### src/rtl/core/plt_pkg.sv
// Shared types and constants for the piecewise linear table lookup block.
// Used by every module under rtl/core; depends on nothing else.
package plt_pkg;

  localparam int TABLE_DEPTH = 1024;
  localparam int IDX_W       = $clog2(TABLE_DEPTH);
  localparam int CNT_W       = 11;
  localparam int DATA_W      = 32;

  // Quotient magnitude is clamped to 2^40 before the final add.
  localparam int MAG_W       = 41;
  localparam int SUM_W       = MAG_W + 1;

  localparam int PROD_W      = 2 * DATA_W;
  localparam int MUL_STEPS   = DATA_W;
  localparam int DIV_STEPS   = PROD_W;
  localparam int STEP_W      = $clog2(DIV_STEPS);

  typedef enum logic {
    FUNC_WRITE = 1'b0,
    FUNC_QUERY = 1'b1
  } func_t;

  typedef enum logic [2:0] {
    ST_INTERIOR = 3'd0,
    ST_BELOW    = 3'd1,
    ST_ABOVE    = 3'd2,
    ST_EQUAL    = 3'd3,
    ST_SAT      = 3'd4
  } status_t;

  typedef enum logic [3:0] {
    SQ_IDLE,
    SQ_RD0,
    SQ_RDL,
    SQ_CHKL,
    SQ_SCAN,
    SQ_FB,
    SQ_FO,
    SQ_CALC,
    SQ_WAIT,
    SQ_DONE
  } seq_state_t;

  typedef enum logic [1:0] {
    AR_IDLE,
    AR_MUL,
    AR_DIV
  } arith_state_t;

  typedef struct packed {
    logic              we;
    logic              re;
    logic [IDX_W-1:0]  addr;
    logic [DATA_W-1:0] wx;
    logic [DATA_W-1:0] wy;
  } knot_ram_req_t;

  typedef struct packed {
    logic [DATA_W-1:0] x;
    logic [DATA_W-1:0] y;
  } knot_ram_rsp_t;

  typedef struct packed {
    logic              start;
    logic [DATA_W:0]   dy_mag;
    logic [DATA_W-1:0] dp_mag;
    logic [DATA_W-1:0] dx_mag;
  } arith_req_t;

  typedef struct packed {
    logic             done;
    logic [MAG_W-1:0] mag;
  } arith_rsp_t;

endpackage

### src/rtl/core/plt_muldiv.sv
// Serial magnitude unit: shift-add multiply of |dy| by |dp|, then a restoring
// divide by |dx|, one bit per cycle. Depends on plt_pkg.
module plt_muldiv
  import plt_pkg::*;
(
  input  logic       clk,
  input  logic       rst_n,
  input  arith_req_t req,
  output arith_rsp_t rsp
);

  localparam logic [PROD_W-1:0] MAG_CLAMP = PROD_W'(1) << (MAG_W - 1);

  arith_state_t      state_r, state_nxt;
  logic              done_r, done_nxt;
  logic [PROD_W-1:0] mcand_r;
  logic [DATA_W-1:0] mplier_r;
  logic [PROD_W-1:0] acc_r;
  logic [PROD_W-1:0] acc_nxt;
  logic [DATA_W-1:0] divisor_r;
  logic [DATA_W-1:0] rem_r;
  logic [DATA_W-1:0] rem_nxt;
  logic [PROD_W-1:0] quot_r;
  logic [DATA_W:0]   trial;
  logic              q_bit;
  logic [STEP_W-1:0] step_r;
  logic              mul_last;
  logic              div_last;

  always_comb begin
    state_nxt = state_r;
    unique case (state_r)
      AR_IDLE: if (req.start) state_nxt = AR_MUL;
      AR_MUL:  if (mul_last)  state_nxt = AR_DIV;
      AR_DIV:  if (div_last)  state_nxt = AR_IDLE;
      default: state_nxt = AR_IDLE;
    endcase
  end

  always_comb begin
    mul_last = 1'b0;
    div_last = 1'b0;
    unique case (state_r)
      AR_MUL:  mul_last = (step_r == STEP_W'(MUL_STEPS - 1));
      AR_DIV:  div_last = (step_r == STEP_W'(DIV_STEPS - 1));
      default: ;
    endcase
    done_nxt = div_last;
  end

  assign acc_nxt = acc_r + (mplier_r[0] ? mcand_r : '0);
  assign trial   = {rem_r, quot_r[PROD_W-1]};
  assign q_bit   = (trial >= {1'b0, divisor_r});
  assign rem_nxt = q_bit ? DATA_W'(trial - {1'b0, divisor_r}) : trial[DATA_W-1:0];

  always_ff @(posedge clk) begin
    if (!rst_n) begin
      state_r <= AR_IDLE;
      done_r  <= 1'b0;
    end else begin
      state_r <= state_nxt;
      done_r  <= done_nxt;
    end
  end

  always_ff @(posedge clk) begin
    case (state_r)
      AR_IDLE: begin
        if (req.start) begin
          mcand_r   <= PROD_W'(req.dy_mag);
          mplier_r  <= req.dp_mag;
          divisor_r <= req.dx_mag;
          acc_r     <= '0;
          step_r    <= '0;
        end
      end
      AR_MUL: begin
        acc_r    <= acc_nxt;
        mcand_r  <= {mcand_r[PROD_W-2:0], 1'b0};
        mplier_r <= {1'b0, mplier_r[DATA_W-1:1]};
        step_r   <= step_r + STEP_W'(1);
        if (mul_last) begin
          quot_r <= acc_nxt;
          rem_r  <= '0;
          step_r <= '0;
        end
      end
      AR_DIV: begin
        // The dividend shifts out of the top while quotient bits enter below.
        quot_r <= {quot_r[PROD_W-2:0], q_bit};
        rem_r  <= rem_nxt;
        step_r <= step_r + STEP_W'(1);
      end
      default: ;
    endcase
  end

  assign rsp.done = done_r;
  assign rsp.mag  = (quot_r > MAG_CLAMP) ? MAG_CLAMP[MAG_W-1:0] : quot_r[MAG_W-1:0];

endmodule

### config.mk
export PLATFORM = sky130hd
export DESIGN_NAME = plt_muldiv
export DESIGN_NICKNAME = d
export VERILOG_FILES = /design/src/rtl/core/plt_pkg.sv /design/src/rtl/core/plt_muldiv.sv
export SDC_FILE = /design/constraint.sdc
export NUM_CORES = 1
export LEC_CHECK = 0
export BUFFER_PORTS_ARGS = -buffer_cell sky130_fd_sc_hd__buf_2
export CORE_MARGIN = 2
export CORE_UTILIZATION = 61
export CTS_CLUSTER_SIZE = 28
export DETAILED_ROUTE_END_ITERATION = 7
export HOLD_SLACK_MARGIN = 0.02
export MAX_ROUTING_LAYER = met4
export PLACE_DENSITY = 0.81
export SYNTH_ARGS = -nofsm -noshare
export SYNTH_HDL_FRONTEND = slang
export SYNTH_SLANG_ARGS = --single-unit
### constraint.sdc
create_clock -name clk -period 16.27 [get_ports clk]
set_input_delay 0 -clock clk [delete_from_list [all_inputs] [get_ports clk]]
set_output_delay 0 -clock clk [all_outputs]
set_load 0.005 [all_outputs]
==> flow_metrics.tcl <==
set metrics [dict create \
    worstPathMaxFanout 78 \
    cts_tree "yes" \
    holdPathEnd "divisor_r[10]" \
    worst_setup_path_end_kind "flop" \
    die_y_um 178 \
    core_um2 29700 \
    grt_usage_pct 30.2 \
    dr.first_iter.drc_count 1456 \
    initial_core_util_pct 62.1 \
    antenna_left 0 \
    synth_mux_area_share_pct 5.50 \
    die_area_um2 31700 \
    syn_inst 1761 \
    async_reset_ff_share_pct 0 \
    yosys.area_share.simple_pct 16.2 \
    r2r-start "state_r[1]" \
    postCtsSetupBuffers 0 \
    final_cell_mix "edfxtp_1, nor2_1, nand2_1" \
    tightest_slew_ns 1.25 \
    min_from "req[10]" \
    crit_type "reg2reg" \
    rrSetupSlack_ns 12.05 \
    drcViolationCount 0 \
    synth_edf_count 294 \
    ys_types 88 \
    p_clk_share_pct 23.7 \
    period_minus_slack_ns 4.22 \
    slew-limit-headroom_pct 16.5 \
    power_density_nw_per_um2 141 \
    cts_sinks 297 \
    switchingPower_mw 1.10 \
    finalSetupViolations 0 \
    place_congestion 0.956 \
    synth_ff_type "edfxtp_1" \
    overflow 0 \
    internal_power_mw 1.91 \
    whs_path_depth 2 \
    slew_violations 0 \
    synth_top_family_by_area "simple AND/OR/NAND/NOR gates" \
    synthXorXnorAreaFrac_pct 4.08 \
    clock_latency_ns 0.59 \
    antenna_found_initial 1 \
    fmax_mhz 237 \
    status "completed" \
    cts-root-buf "clkbuf_16" \
    viasPerCell 6.14 \
    cp_data_arrival_time_ns 4.42 \
    rows 63 \
    synth_seq_area_share_pct 48.2 \
    post-place-ws_ns 12.12 \
    synth.area.top_cells "edfxtp_1, ha_1, mux2_2, and2_1, nor2_1" \
    cts_max_level 1 \
    finClkSkew_ns 0.0142 \
    finalHoldViolCount 0 \
    finalWorstSetupSlack_ns 12.05 \
    firstDrtPassIters 5 \
    p_seq_share_pct 38.0 \
    final_net_count 2155 \
    startpoint "state_r[1]" \
    synth-compound-area-share_pct 14.9 \
    drt_wl_total_um 46900 \
    p_leak_nw 8.48 \
    synth_top_cell_by_area "edfxtp_1" \
    syn_avg_cell_area_um2 10.5 \
    vias 14545 \
    irDropWorstVdd_mv 0.112 \
    clkTransAtPathRegs_ns 0.07 \
    cap_violations 0 \
    worstPathRequired_ns 16.47 \
    switching_share_pct 36.5 \
    fin_crit_sh_pct 25.9 \
    grt_pass1_vias 14152 \
    synth_nets 1962 \
    ios 142 \
    area_growth_pct 15.4 \
    wire_per_inst_um 19.8 \
    r2r_cells 7 \
    worstSetupStartpointType "flop" \
    port_buffers 141 \
    hold_class "in2reg" \
    syn_area_um2 18500 \
    grt_max_degree 84 \
    cts_made_buffers 31 \
    yosysWarnings 0 \
    mostFrequentLayoutCell "edfxtp_1" \
    synth_top_area_share_pct 47.8 \
    clk_path_buf_depth 3 \
    rr_endpoint "acc_r[62]" \
    synthAdderAreaFrac_pct 6.93 \
    tns_ns 0 \
    grt_pass1_wl_um 73200 \
    grt_setup_unrepaired "no" \
    die_x_um 178 \
    synth-seq-cells 297 \
    comb_power_share_pct 38.3 \
    dp_hpwl_um 31000 \
    drive_above_1_share_pct 15.7 \
]
-- how the worst max path moves through the flow --
stage | end | cells after the start
2_1_floorplan | acc_r[0] | 6
4_1_cts | acc_r[50] | 7
3_3_place_gp | mcand_r[51] | 7
6_report | acc_r[62] | 7
3_5_place_dp | mcand_r[52] | 7
5_1_grt | acc_r[48] | 7
-- through the flow --
stage / instances / util [%] / hold WS, ns / area, µm² / total power [mW]
after detailed placement: 2211 / 64.9 / 0.179 / 19300 / 2.26
after global placement: 2211 / 64.9 / 0.176 / 19300 / 2.22
final: 2369 / 71.7 / 0.121 / 21300 / 3.01
after CTS: 2367 / 71.6 / 0.116 / 21300 / 2.98
after global routing: 2369 / 71.7 / 0.116 / 21300 / 3.16
after floorplan: 1761 / - / 0.0989 / 18500 / 2.06
-- flip-flops by register name, summed over array words and instances (netlist names) --
| register | cells |
|---|---|
| acc_r | 64 |
| divisor_r | 32 |
| done_r | 1 |
| mcand_r | 64 |
| mplier_r | 32 |
| quot_r | 64 |
| rem_r | 32 |
| state_r | 2 |
| step_r | 6 |
-- critical path: stages, from the launching register on --
cell     delay [ns]
dfxtp_1        0.34
inv_1          0.15
ha_4           0.37
inv_2          0.06
buf_4          0.35
o21ai_4        0.72
buf_4          0.74
buf_4          0.91
-- metal layers --
| metal | track usage (%) | part of all wire, % | vias up |
|---|---|---|---|
| met5 | - | 0 | - |
| met4 | 8.88 | 3.1 | 0 |
| met3 | 4.07 | 6.5 | 117 |
| met2 | 48.8 | 47 | 593 |
| met1 | 40.0 | 43 | 6975 |
| li1 | - | - | 6860 |
-- power by group through the flow --
stage               clock network [mW]  registers [mW]  logic [mW]
floorplan                            0            1.17       0.880
global placement                     0            1.15        1.07
detailed placement                   0            1.16        1.10
CTS                              0.709            1.14        1.13
global route                     0.744            1.16        1.26
finish                           0.712            1.14        1.15
-- repair_timing --
| item | CTS | global route |
|---|---|---|
| hold endpoints to repair | 100 | 0 |
| gates resized for setup | 0 | 0 |
| hold buffers | 99 | 0 |
-- Yosys cell counts (5+ instances only) --
library cell  number
a211oi_1          14
a21boi_0           7
nor3_1            16
buf_4              5
mux2i_1           26
nand4_1           37
buf_6              7
xnor2_1           46
and3_1            49
or3_1              6
and2_1           104
a31oi_1           10
nand2b_1           7
o211ai_1           5
nor4_1            20
o21a_1            20
a21oi_1          117
nor2_1           163
ha_1              99
clkbuf_1          59
a21o_1            38
mux2_2            67
o31ai_1           10
o21bai_1          16
clkbuf_8           8
buf_2             10
o21ai_0           93
o21ai_1           23
inv_1             67
nor2b_1            9
or2_2              5
nand3_1           25
xor2_1            40
edfxtp_1         294
nand2_1          148
-- cell families (layout without fill, tap and decap cells) --
logic type,after synthesis,in the layout
muxes,93,93
other,0,1
DFF,297,297
AOI/OAI and AO/OA,418,418
and+or+nand+nor,605,605
buffers and inverters,161,378
adders and majority gates,101,101
xor gates and xnor gates,86,86
-- final cells by class --
cell class | instances | area (µm²)
Antenna cell | 1 | 2.50
Clock buffer | 38 | 802
Clock inverter | 19 | 189
Fill cell | 2105 | 8420
Inverter | 69 | 259
Multi-Input combinational cell | 1303 | 8860
Sequential cell | 297 | 8890
Tap cell | 390 | 488
Timing Repair Buffer | 252 | 1810
Note: power is estimated with default switching activity, not from simulation.
