`config.mk`:
```
export PLATFORM = sky130hd
export DESIGN_NAME = plt_seq
export DESIGN_NICKNAME = d
export VERILOG_FILES = /design/src/rtl/core/plt_pkg.sv /design/src/rtl/core/plt_seq.sv
export SDC_FILE = /design/constraint.sdc
export NUM_CORES = 1
export LEC_CHECK = 0
export BUFFER_PORTS_ARGS = -buffer_cell sky130_fd_sc_hd__buf_2
export CELL_PAD_IN_SITES_DETAIL_PLACEMENT = 1
export CELL_PAD_IN_SITES_GLOBAL_PLACEMENT = 1
export CORE_MARGIN = 10
export CORE_UTILIZATION = 45
export CTS_CLUSTER_DIAMETER = 40
export CTS_CLUSTER_SIZE = 12
export DETAILED_ROUTE_END_ITERATION = 12
export GPL_TIMING_DRIVEN = 1
export PLACE_DENSITY = 0.9
export SYNTH_ARGS = -nofsm -noshare
export SYNTH_HDL_FRONTEND = slang
export SYNTH_SLANG_ARGS = --single-unit
```
`constraint.sdc`:
```
create_clock -name clk -period 18.3 [get_ports clk]
set_clock_uncertainty 0.15 [all_clocks]
set_input_delay 3.66 -clock clk [delete_from_list [all_inputs] [get_ports clk]]
set_output_delay 3.66 -clock clk [all_outputs]
set_load 0.01 [all_outputs]
```
`src/rtl/core/plt_pkg.sv`:
```
// Shared types and constants for the piecewise linear table lookup block.
// Used by every module under rtl/core; depends on nothing else.
package plt_pkg;

  localparam int TABLE_DEPTH = 1024;
  localparam int IDX_W       = $clog2(TABLE_DEPTH);
  localparam int CNT_W       = 11;
  localparam int DATA_W      = 32;

  // Quotient magnitude is clamped to 2^40 before the final add.
  localparam int MAG_W       = 41;
  localparam int SUM_W       = MAG_W + 1;

  localparam int PROD_W      = 2 * DATA_W;
  localparam int MUL_STEPS   = DATA_W;
  localparam int DIV_STEPS   = PROD_W;
  localparam int STEP_W      = $clog2(DIV_STEPS);

  typedef enum logic {
    FUNC_WRITE = 1'b0,
    FUNC_QUERY = 1'b1
  } func_t;

  typedef enum logic [2:0] {
    ST_INTERIOR = 3'd0,
    ST_BELOW    = 3'd1,
    ST_ABOVE    = 3'd2,
    ST_EQUAL    = 3'd3,
    ST_SAT      = 3'd4
  } status_t;

  typedef enum logic [3:0] {
    SQ_IDLE,
    SQ_RD0,
    SQ_RDL,
    SQ_CHKL,
    SQ_SCAN,
    SQ_FB,
    SQ_FO,
    SQ_CALC,
    SQ_WAIT,
    SQ_DONE
  } seq_state_t;

  typedef enum logic [1:0] {
    AR_IDLE,
    AR_MUL,
    AR_DIV
  } arith_state_t;

  typedef struct packed {
    logic              we;
    logic              re;
    logic [IDX_W-1:0]  addr;
    logic [DATA_W-1:0] wx;
    logic [DATA_W-1:0] wy;
  } knot_ram_req_t;

  typedef struct packed {
    logic [DATA_W-1:0] x;
    logic [DATA_W-1:0] y;
  } knot_ram_rsp_t;

  typedef struct packed {
    logic              start;
    logic [DATA_W:0]   dy_mag;
    logic [DATA_W-1:0] dp_mag;
    logic [DATA_W-1:0] dx_mag;
  } arith_req_t;

  typedef struct packed {
    logic             done;
    logic [MAG_W-1:0] mag;
  } arith_rsp_t;

endpackage

```
`src/rtl/core/plt_seq.sv`:
```
// Query sequencer: accepts items, writes knots, scans the table for the
// segment, launches the magnitude unit and forms the saturated result.
// Depends on plt_pkg; drives plt_knot_ram and plt_muldiv.
module plt_seq
  import plt_pkg::*;
(
  input  logic              clk,
  input  logic              rst_n,
  input  logic              in_valid,
  output logic              in_ready,
  input  logic              in_func,
  input  logic [IDX_W-1:0]  in_knot_index,
  input  logic [DATA_W-1:0] in_knot_x,
  input  logic [DATA_W-1:0] in_knot_y,
  input  logic [DATA_W-1:0] in_query_p,
  input  logic [CNT_W-1:0]  knots_in_use,
  output knot_ram_req_t     ram_req,
  input  knot_ram_rsp_t     ram_rsp,
  output arith_req_t        arith_req,
  input  arith_rsp_t        arith_rsp,
  output logic              res_valid,
  input  logic              res_ready,
  output logic [DATA_W-1:0] res_value,
  output status_t           res_status
);

  seq_state_t        state_r, state_nxt;
  logic [DATA_W-1:0] p_r;
  logic [IDX_W-1:0]  last_r;
  logic [IDX_W-1:0]  last_in;
  logic [IDX_W-1:0]  a_r;
  logic [IDX_W-1:0]  b_r;
  logic [IDX_W-1:0]  o_r;
  status_t           region_r;
  logic [DATA_W-1:0] bx_r;
  logic [DATA_W-1:0] by_r;
  logic              neg_r;
  logic [DATA_W-1:0] res_value_r;
  status_t           res_status_r;

  logic              is_query;
  logic              below_first;
  logic              above_last;
  logic              scan_more;
  logic [DATA_W:0]   dx;
  logic [DATA_W:0]   dy;
  logic [DATA_W:0]   dp;
  logic [DATA_W:0]   dy_abs;
  logic [DATA_W:0]   dp_abs;
  logic [DATA_W:0]   dx_abs;
  logic              dx_zero;
  logic [SUM_W-1:0]  sum;
  logic              sum_fits;
  logic [DATA_W-1:0] sat_value;

  // Knot count clamped to [2, TABLE_DEPTH], kept as the index of the last knot.
  always_comb begin
    if (knots_in_use < CNT_W'(2)) begin
      last_in = IDX_W'(1);
    end else if (knots_in_use > CNT_W'(TABLE_DEPTH)) begin
      last_in = IDX_W'(TABLE_DEPTH - 1);
    end else begin
      last_in = IDX_W'(knots_in_use - CNT_W'(1));
    end
  end

  assign is_query    = (in_func == FUNC_QUERY);
  assign below_first = (p_r <= ram_rsp.x);
  assign above_last  = (p_r >= ram_rsp.x);
  assign scan_more   = (a_r < last_r) && (ram_rsp.x < p_r);

  assign dx      = {1'b0, ram_rsp.x} - {1'b0, bx_r};
  assign dy      = {ram_rsp.y[DATA_W-1], ram_rsp.y} - {by_r[DATA_W-1], by_r};
  assign dp      = {1'b0, p_r} - {1'b0, bx_r};
  assign dy_abs  = dy[DATA_W] ? -dy : dy;
  assign dp_abs  = dp[DATA_W] ? -dp : dp;
  assign dx_abs  = dx[DATA_W] ? -dx : dx;
  assign dx_zero = (dx == '0);

  assign sum = neg_r ? ({{(SUM_W-DATA_W){by_r[DATA_W-1]}}, by_r} - {1'b0, arith_rsp.mag})
                     : ({{(SUM_W-DATA_W){by_r[DATA_W-1]}}, by_r} + {1'b0, arith_rsp.mag});
  assign sum_fits  = (&sum[SUM_W-1:DATA_W-1]) || !(|sum[SUM_W-1:DATA_W-1]);
  assign sat_value = sum[SUM_W-1] ? {1'b1, {(DATA_W-1){1'b0}}} : {1'b0, {(DATA_W-1){1'b1}}};

  always_comb begin
    state_nxt = state_r;
    unique case (state_r)
      SQ_IDLE: if (in_valid && is_query) state_nxt = SQ_RD0;
      SQ_RD0:  state_nxt = SQ_RDL;
      SQ_RDL:  state_nxt = below_first ? SQ_FB : SQ_CHKL;
      SQ_CHKL: state_nxt = above_last ? SQ_FB : SQ_SCAN;
      SQ_SCAN: if (!scan_more) state_nxt = SQ_FB;
      SQ_FB:   state_nxt = SQ_FO;
      SQ_FO:   state_nxt = SQ_CALC;
      SQ_CALC: state_nxt = dx_zero ? SQ_DONE : SQ_WAIT;
      SQ_WAIT: if (arith_rsp.done) state_nxt = SQ_DONE;
      SQ_DONE: if (res_ready) state_nxt = SQ_IDLE;
      default: state_nxt = SQ_IDLE;
    endcase
  end

  always_comb begin
    in_ready         = 1'b0;
    res_valid        = 1'b0;
    ram_req.we       = 1'b0;
    ram_req.re       = 1'b0;
    ram_req.addr     = '0;
    ram_req.wx       = in_knot_x;
    ram_req.wy       = in_knot_y;
    arith_req.start  = 1'b0;
    arith_req.dy_mag = dy_abs;
    arith_req.dp_mag = dp_abs[DATA_W-1:0];
    arith_req.dx_mag = dx_abs[DATA_W-1:0];
    unique case (state_r)
      SQ_IDLE: begin
        in_ready     = 1'b1;
        ram_req.addr = in_knot_index;
        ram_req.we   = in_valid && !is_query &&
                       ({1'b0, in_knot_index} < CNT_W'(TABLE_DEPTH));
      end
      SQ_RD0: begin
        ram_req.re = 1'b1;
      end
      SQ_RDL: begin
        ram_req.re   = 1'b1;
        ram_req.addr = last_r;
      end
      SQ_CHKL: begin
        ram_req.re   = 1'b1;
        ram_req.addr = IDX_W'(1);
      end
      SQ_SCAN: begin
        ram_req.re   = 1'b1;
        ram_req.addr = a_r + IDX_W'(1);
      end
      SQ_FB: begin
        ram_req.re   = 1'b1;
        ram_req.addr = b_r;
      end
      SQ_FO: begin
        ram_req.re   = 1'b1;
        ram_req.addr = o_r;
      end
      SQ_CALC: begin
        arith_req.start = !dx_zero;
      end
      SQ_DONE: begin
        res_valid = 1'b1;
      end
      default: ;
    endcase
  end

  always_ff @(posedge clk) begin
    if (!rst_n) begin
      state_r <= SQ_IDLE;
    end else begin
      state_r <= state_nxt;
    end
  end

  always_ff @(posedge clk) begin
    case (state_r)
      SQ_IDLE: begin
        p_r    <= in_query_p;
        last_r <= last_in;
      end
      SQ_RDL: begin
        b_r      <= '0;
        o_r      <= IDX_W'(1);
        region_r <= ST_BELOW;
      end
      SQ_CHKL: begin
        // At or above the last knot the base is the last knot, toward the one before.
        b_r      <= last_r;
        o_r      <= last_r - IDX_W'(1);
        region_r <= ST_ABOVE;
        a_r      <= IDX_W'(1);
      end
      SQ_SCAN: begin
        a_r      <= a_r + IDX_W'(1);
        b_r      <= a_r - IDX_W'(1);
        o_r      <= a_r;
        region_r <= ST_INTERIOR;
      end
      SQ_FO: begin
        bx_r <= ram_rsp.x;
        by_r <= ram_rsp.y;
      end
      SQ_CALC: begin
        neg_r        <= dy[DATA_W] ^ dp[DATA_W] ^ dx[DATA_W];
        res_value_r  <= by_r;
        res_status_r <= ST_EQUAL;
      end
      SQ_WAIT: begin
        if (arith_rsp.done) begin
          res_value_r  <= sum_fits ? sum[DATA_W-1:0] : sat_value;
          res_status_r <= sum_fits ? region_r : ST_SAT;
        end
      end
      default: ;
    endcase
  end

  assign res_value  = res_value_r;
  assign res_status = res_status_r;

endmodule

```
==> results.json <==
{
  "setup_viol": 0,
  "synthDistinctLibCells": 90,
  "drt_iter0_drc": 1649,
  "ant_nets": 0,
  "cts_setup_buffers": 0,
  "cp.arrival_ps": 8300,
  "yosysWarnings": 0,
  "clockBufferDepth": 2,
  "synthCells": 2428,
  "cpPeakStageDelay_ps": 710,
  "syn_to_final_growth_pct": 11.4,
  "run_status": "complete, no violations",
  "rsz0062_at_grt": "false",
  "timing_worst_slew_pin_value_ps": 1050,
  "reg2reg_depth": 16,
  "root_buffer": "clkbuf_16",
  "async_reset_ff_share_pct": 0,
  "period_minus_slack_ps": 12110,
  "cts.sinks": 178,
  "clk_pin_slew_ps": 70,
  "place_congestion": 0.967,
  "max_cap_violations": 0,
  "dr.pass1.iters": 5,
  "final_util_pct": 50.5,
  "grt_max_degree": 62,
  "cts_tree": "done",
  "cpMaxStageDelayCell": "nor4b_1",
  "layout_commonest_cell": "buf_2",
  "fmax_ghz": 0.0826,
  "cts_buffers": 17,
  "drv_slew": 0,
  "num_vias": 19900,
  "whs_ps": 515,
  "antenna_found_initial": 17,
  "maxSlewHeadroom_pct": 29.8,
  "path_class": "in2out",
  "ys.flop_type": "edfxtp_1",
  "synth_seq_cells": 178,
  "core.rowCount": 77,
  "worstSetupEndpointType": "output port",
  "crit_top_cell": "nor4b_1",
  "p_leak_nw": 9.26,
  "stdcell_area_um2": 22200,
  "drive_above_1_share_pct": 14.6,
  "syn-num-nets": 2846,
  "post-route-period-util_pct": 66.2,
  "layout_common_cells": "310 x buf_2, 205 x nor2_1, 196 x xnor2_1",
  "die_w_um": 230,
  "required_ps": 14490,
  "powerDensity_nw_per_um2": 81.1,
  "place_hpwl_um": 60200,
  "die_h_um": 230,
  "syn-cell-area_um2": 19900,
  "cts_resized": 0,
  "whs_path_depth": 1,
  "synth_edf_count": 174,
  "grt_pass1_wl_um": 115000,
  "via_per_inst": 6.15,
  "grt_pass1_vias": 20800,
  "insertion_delay_ps": 520,
  "cp_cell_sequence": "buf_2 -> inv_1 -> ha_1 -> inv_1 -> fa_1 -> a21o_1 -> and3_1 -> nor3_1 -> o21ai_0 -> o211ai_1 -> nand4_1 -> nor4b_1 -> nor4b_1 -> nor4b_1 -> a41oi_1 -> xor2_1 -> buf_2",
  "grt.overflow.total": 0,
  "routed_wl_um": 74100,
  "die_area_um2": 53000,
  "placed_cell_area_um2": 21500,
  "post_drt_wl_per_cell_um": 22.9,
  "port_buffers": 310,
  "cp_num_buf_inv": 4,
  "drc": 0,
  "h-tree-depth": 4,
  "worstPathMaxFanout": 4,
  "vdd_drop_max_uv": 69.8,
  "hold_class": "reg2reg",
  "path_depth": 17,
  "nets": 3041,
  "avgSynthCellArea_um2": 8.20,
  "hold_violations": 0,
  "holdBufCountCts": 0,
  "core-area_um2": 43900,
  "track_usage_pct": 27.0,
  "crit_family": "simple AND/OR/NAND/NOR gates",
  "final.setup.tns_ps": 0,
  "ioPinCount": 439,
  "yosysSeqAreaShare_pct": 26.6,
  "cp-start-kind": "input pin",
  "initial_core_util_pct": 45.3
}
-- state kept, by name, indices dropped and copies added, names as in the netlist --
signal / flops
res_value: 32
a_r: 10
last_r: 10
bx_r: 32
o_r: 10
res_status: 3
b_r: 10
neg_r: 1
p_r: 32
state_r: 4
by_r: 32
region_r: 2
-- area by class of cell --
class / count / area (um2)
inverter: 176 / 661
multi-input combinational: 1927 / 13200
clock buffer: 17 / 425
tap: 592 / 741
timing repair buffer: 323 / 1650
antenna: 10 / 25.0
clock inverter: 15 / 176
fill: 5435 / 21800
sequential: 178 / 5310
-- report_power, final --
group          switching, mW  internal, mW  leakage [nW]  total [mW]
Combinational          0.534         0.333          7.34       0.867
Clock                  0.192         0.205         0.288       0.396
Sequential            0.0355         0.500          1.64       0.536
-- path summary, 6_finish.rpt --
kind              startpoint             to  slack, ps
setup / recovery  ram_rsp[0]  arith_req[95]       6190
hold / removal    state_r[3]     state_r[2]        510
setup reg to reg       neg_r  res_status[2]      12530
hold reg to reg   state_r[3]     state_r[2]        510
-- cell families after synthesis --
family | synth area share [%]
buf+inv | 7.32
xor+xnor | 12.0
compound gates | 23.5
fa+ha+maj | 12.1
mux | 0.308
flops | 26.6
simple gates | 18.2
-- worst reg2reg max path, cell delays in order (launching register included) --
cell and delay (ps):
edfxtp_1 320, buf_4 410, nor2_1 140, xnor2_1 150
ha_1 380, a2111oi_0 690, inv_1 80, o21ai_0 290
a2111oi_0 210, o21ai_0 590, o31a_1 320, o21ai_0 140
xnor2_1 220, nor4b_1 820, nor2_2 70, buf_4 280
and2_1 240
-- Yosys cell counts (6+ instances only) --
cell	count	area (um2)
nand2b_1	23	144
edfxtp_1	174	5230
a21oi_1	196	981
nor2_1	207	777
o2111ai_1	9	78.8
nand4_1	44	275
buf_4	64	480
o21bai_1	16	120
o31a_1	9	78.8
and2_1	28	175
o22ai_1	45	282
or4_1	9	67.6
nor3_1	62	310
a31oi_1	35	219
nand3_1	59	295
nand3b_1	7	52.6
nor4_1	14	87.6
o21ai_0	150	751
o21a_1	28	210
and3_1	23	144
nand2_1	154	578
o211ai_1	31	233
nor4b_1	7	61.3
a211oi_1	21	158
nor3b_1	10	75.1
clkbuf_1	77	289
inv_1	176	661
a22oi_1	13	97.6
ha_1	186	2330
nor2b_1	27	169
xnor2_1	196	1720
and4_1	9	78.8
or3_1	23	144
a21o_1	68	510
a221oi_1	12	105
xor2_1	74	648
o21ai_1	13	65.1
o31ai_1	13	97.6
or2_2	6	37.5
-- per-layer routing --
metal / wire (um) / up-vias / track usage (%)
met2: 35900 / 653 / 46.1
li1: - / 9248 / -
met3: 4480 / 156 / 5.81
met5: 80 / - / 0
met1: 31200 / 9857 / 32.3
met4: 2430 / 12 / 11.1
-- metrics by stage --
| stage | cells | worst slack [ps] | total power, mW |
|---|---|---|---|
| 2_1_floorplan | 2428 | 7410 | 1.11 |
| 3_3_place_gp | 3196 | 6560 | 1.37 |
| 3_5_place_dp | 3196 | 6310 | 1.40 |
| 4_1_cts | 3228 | 6300 | 1.80 |
| 5_1_grt | 3234 | 5910 | 1.90 |
| 6_report | 3238 | 6190 | 1.80 |
(Power assumes the default switching activity.)
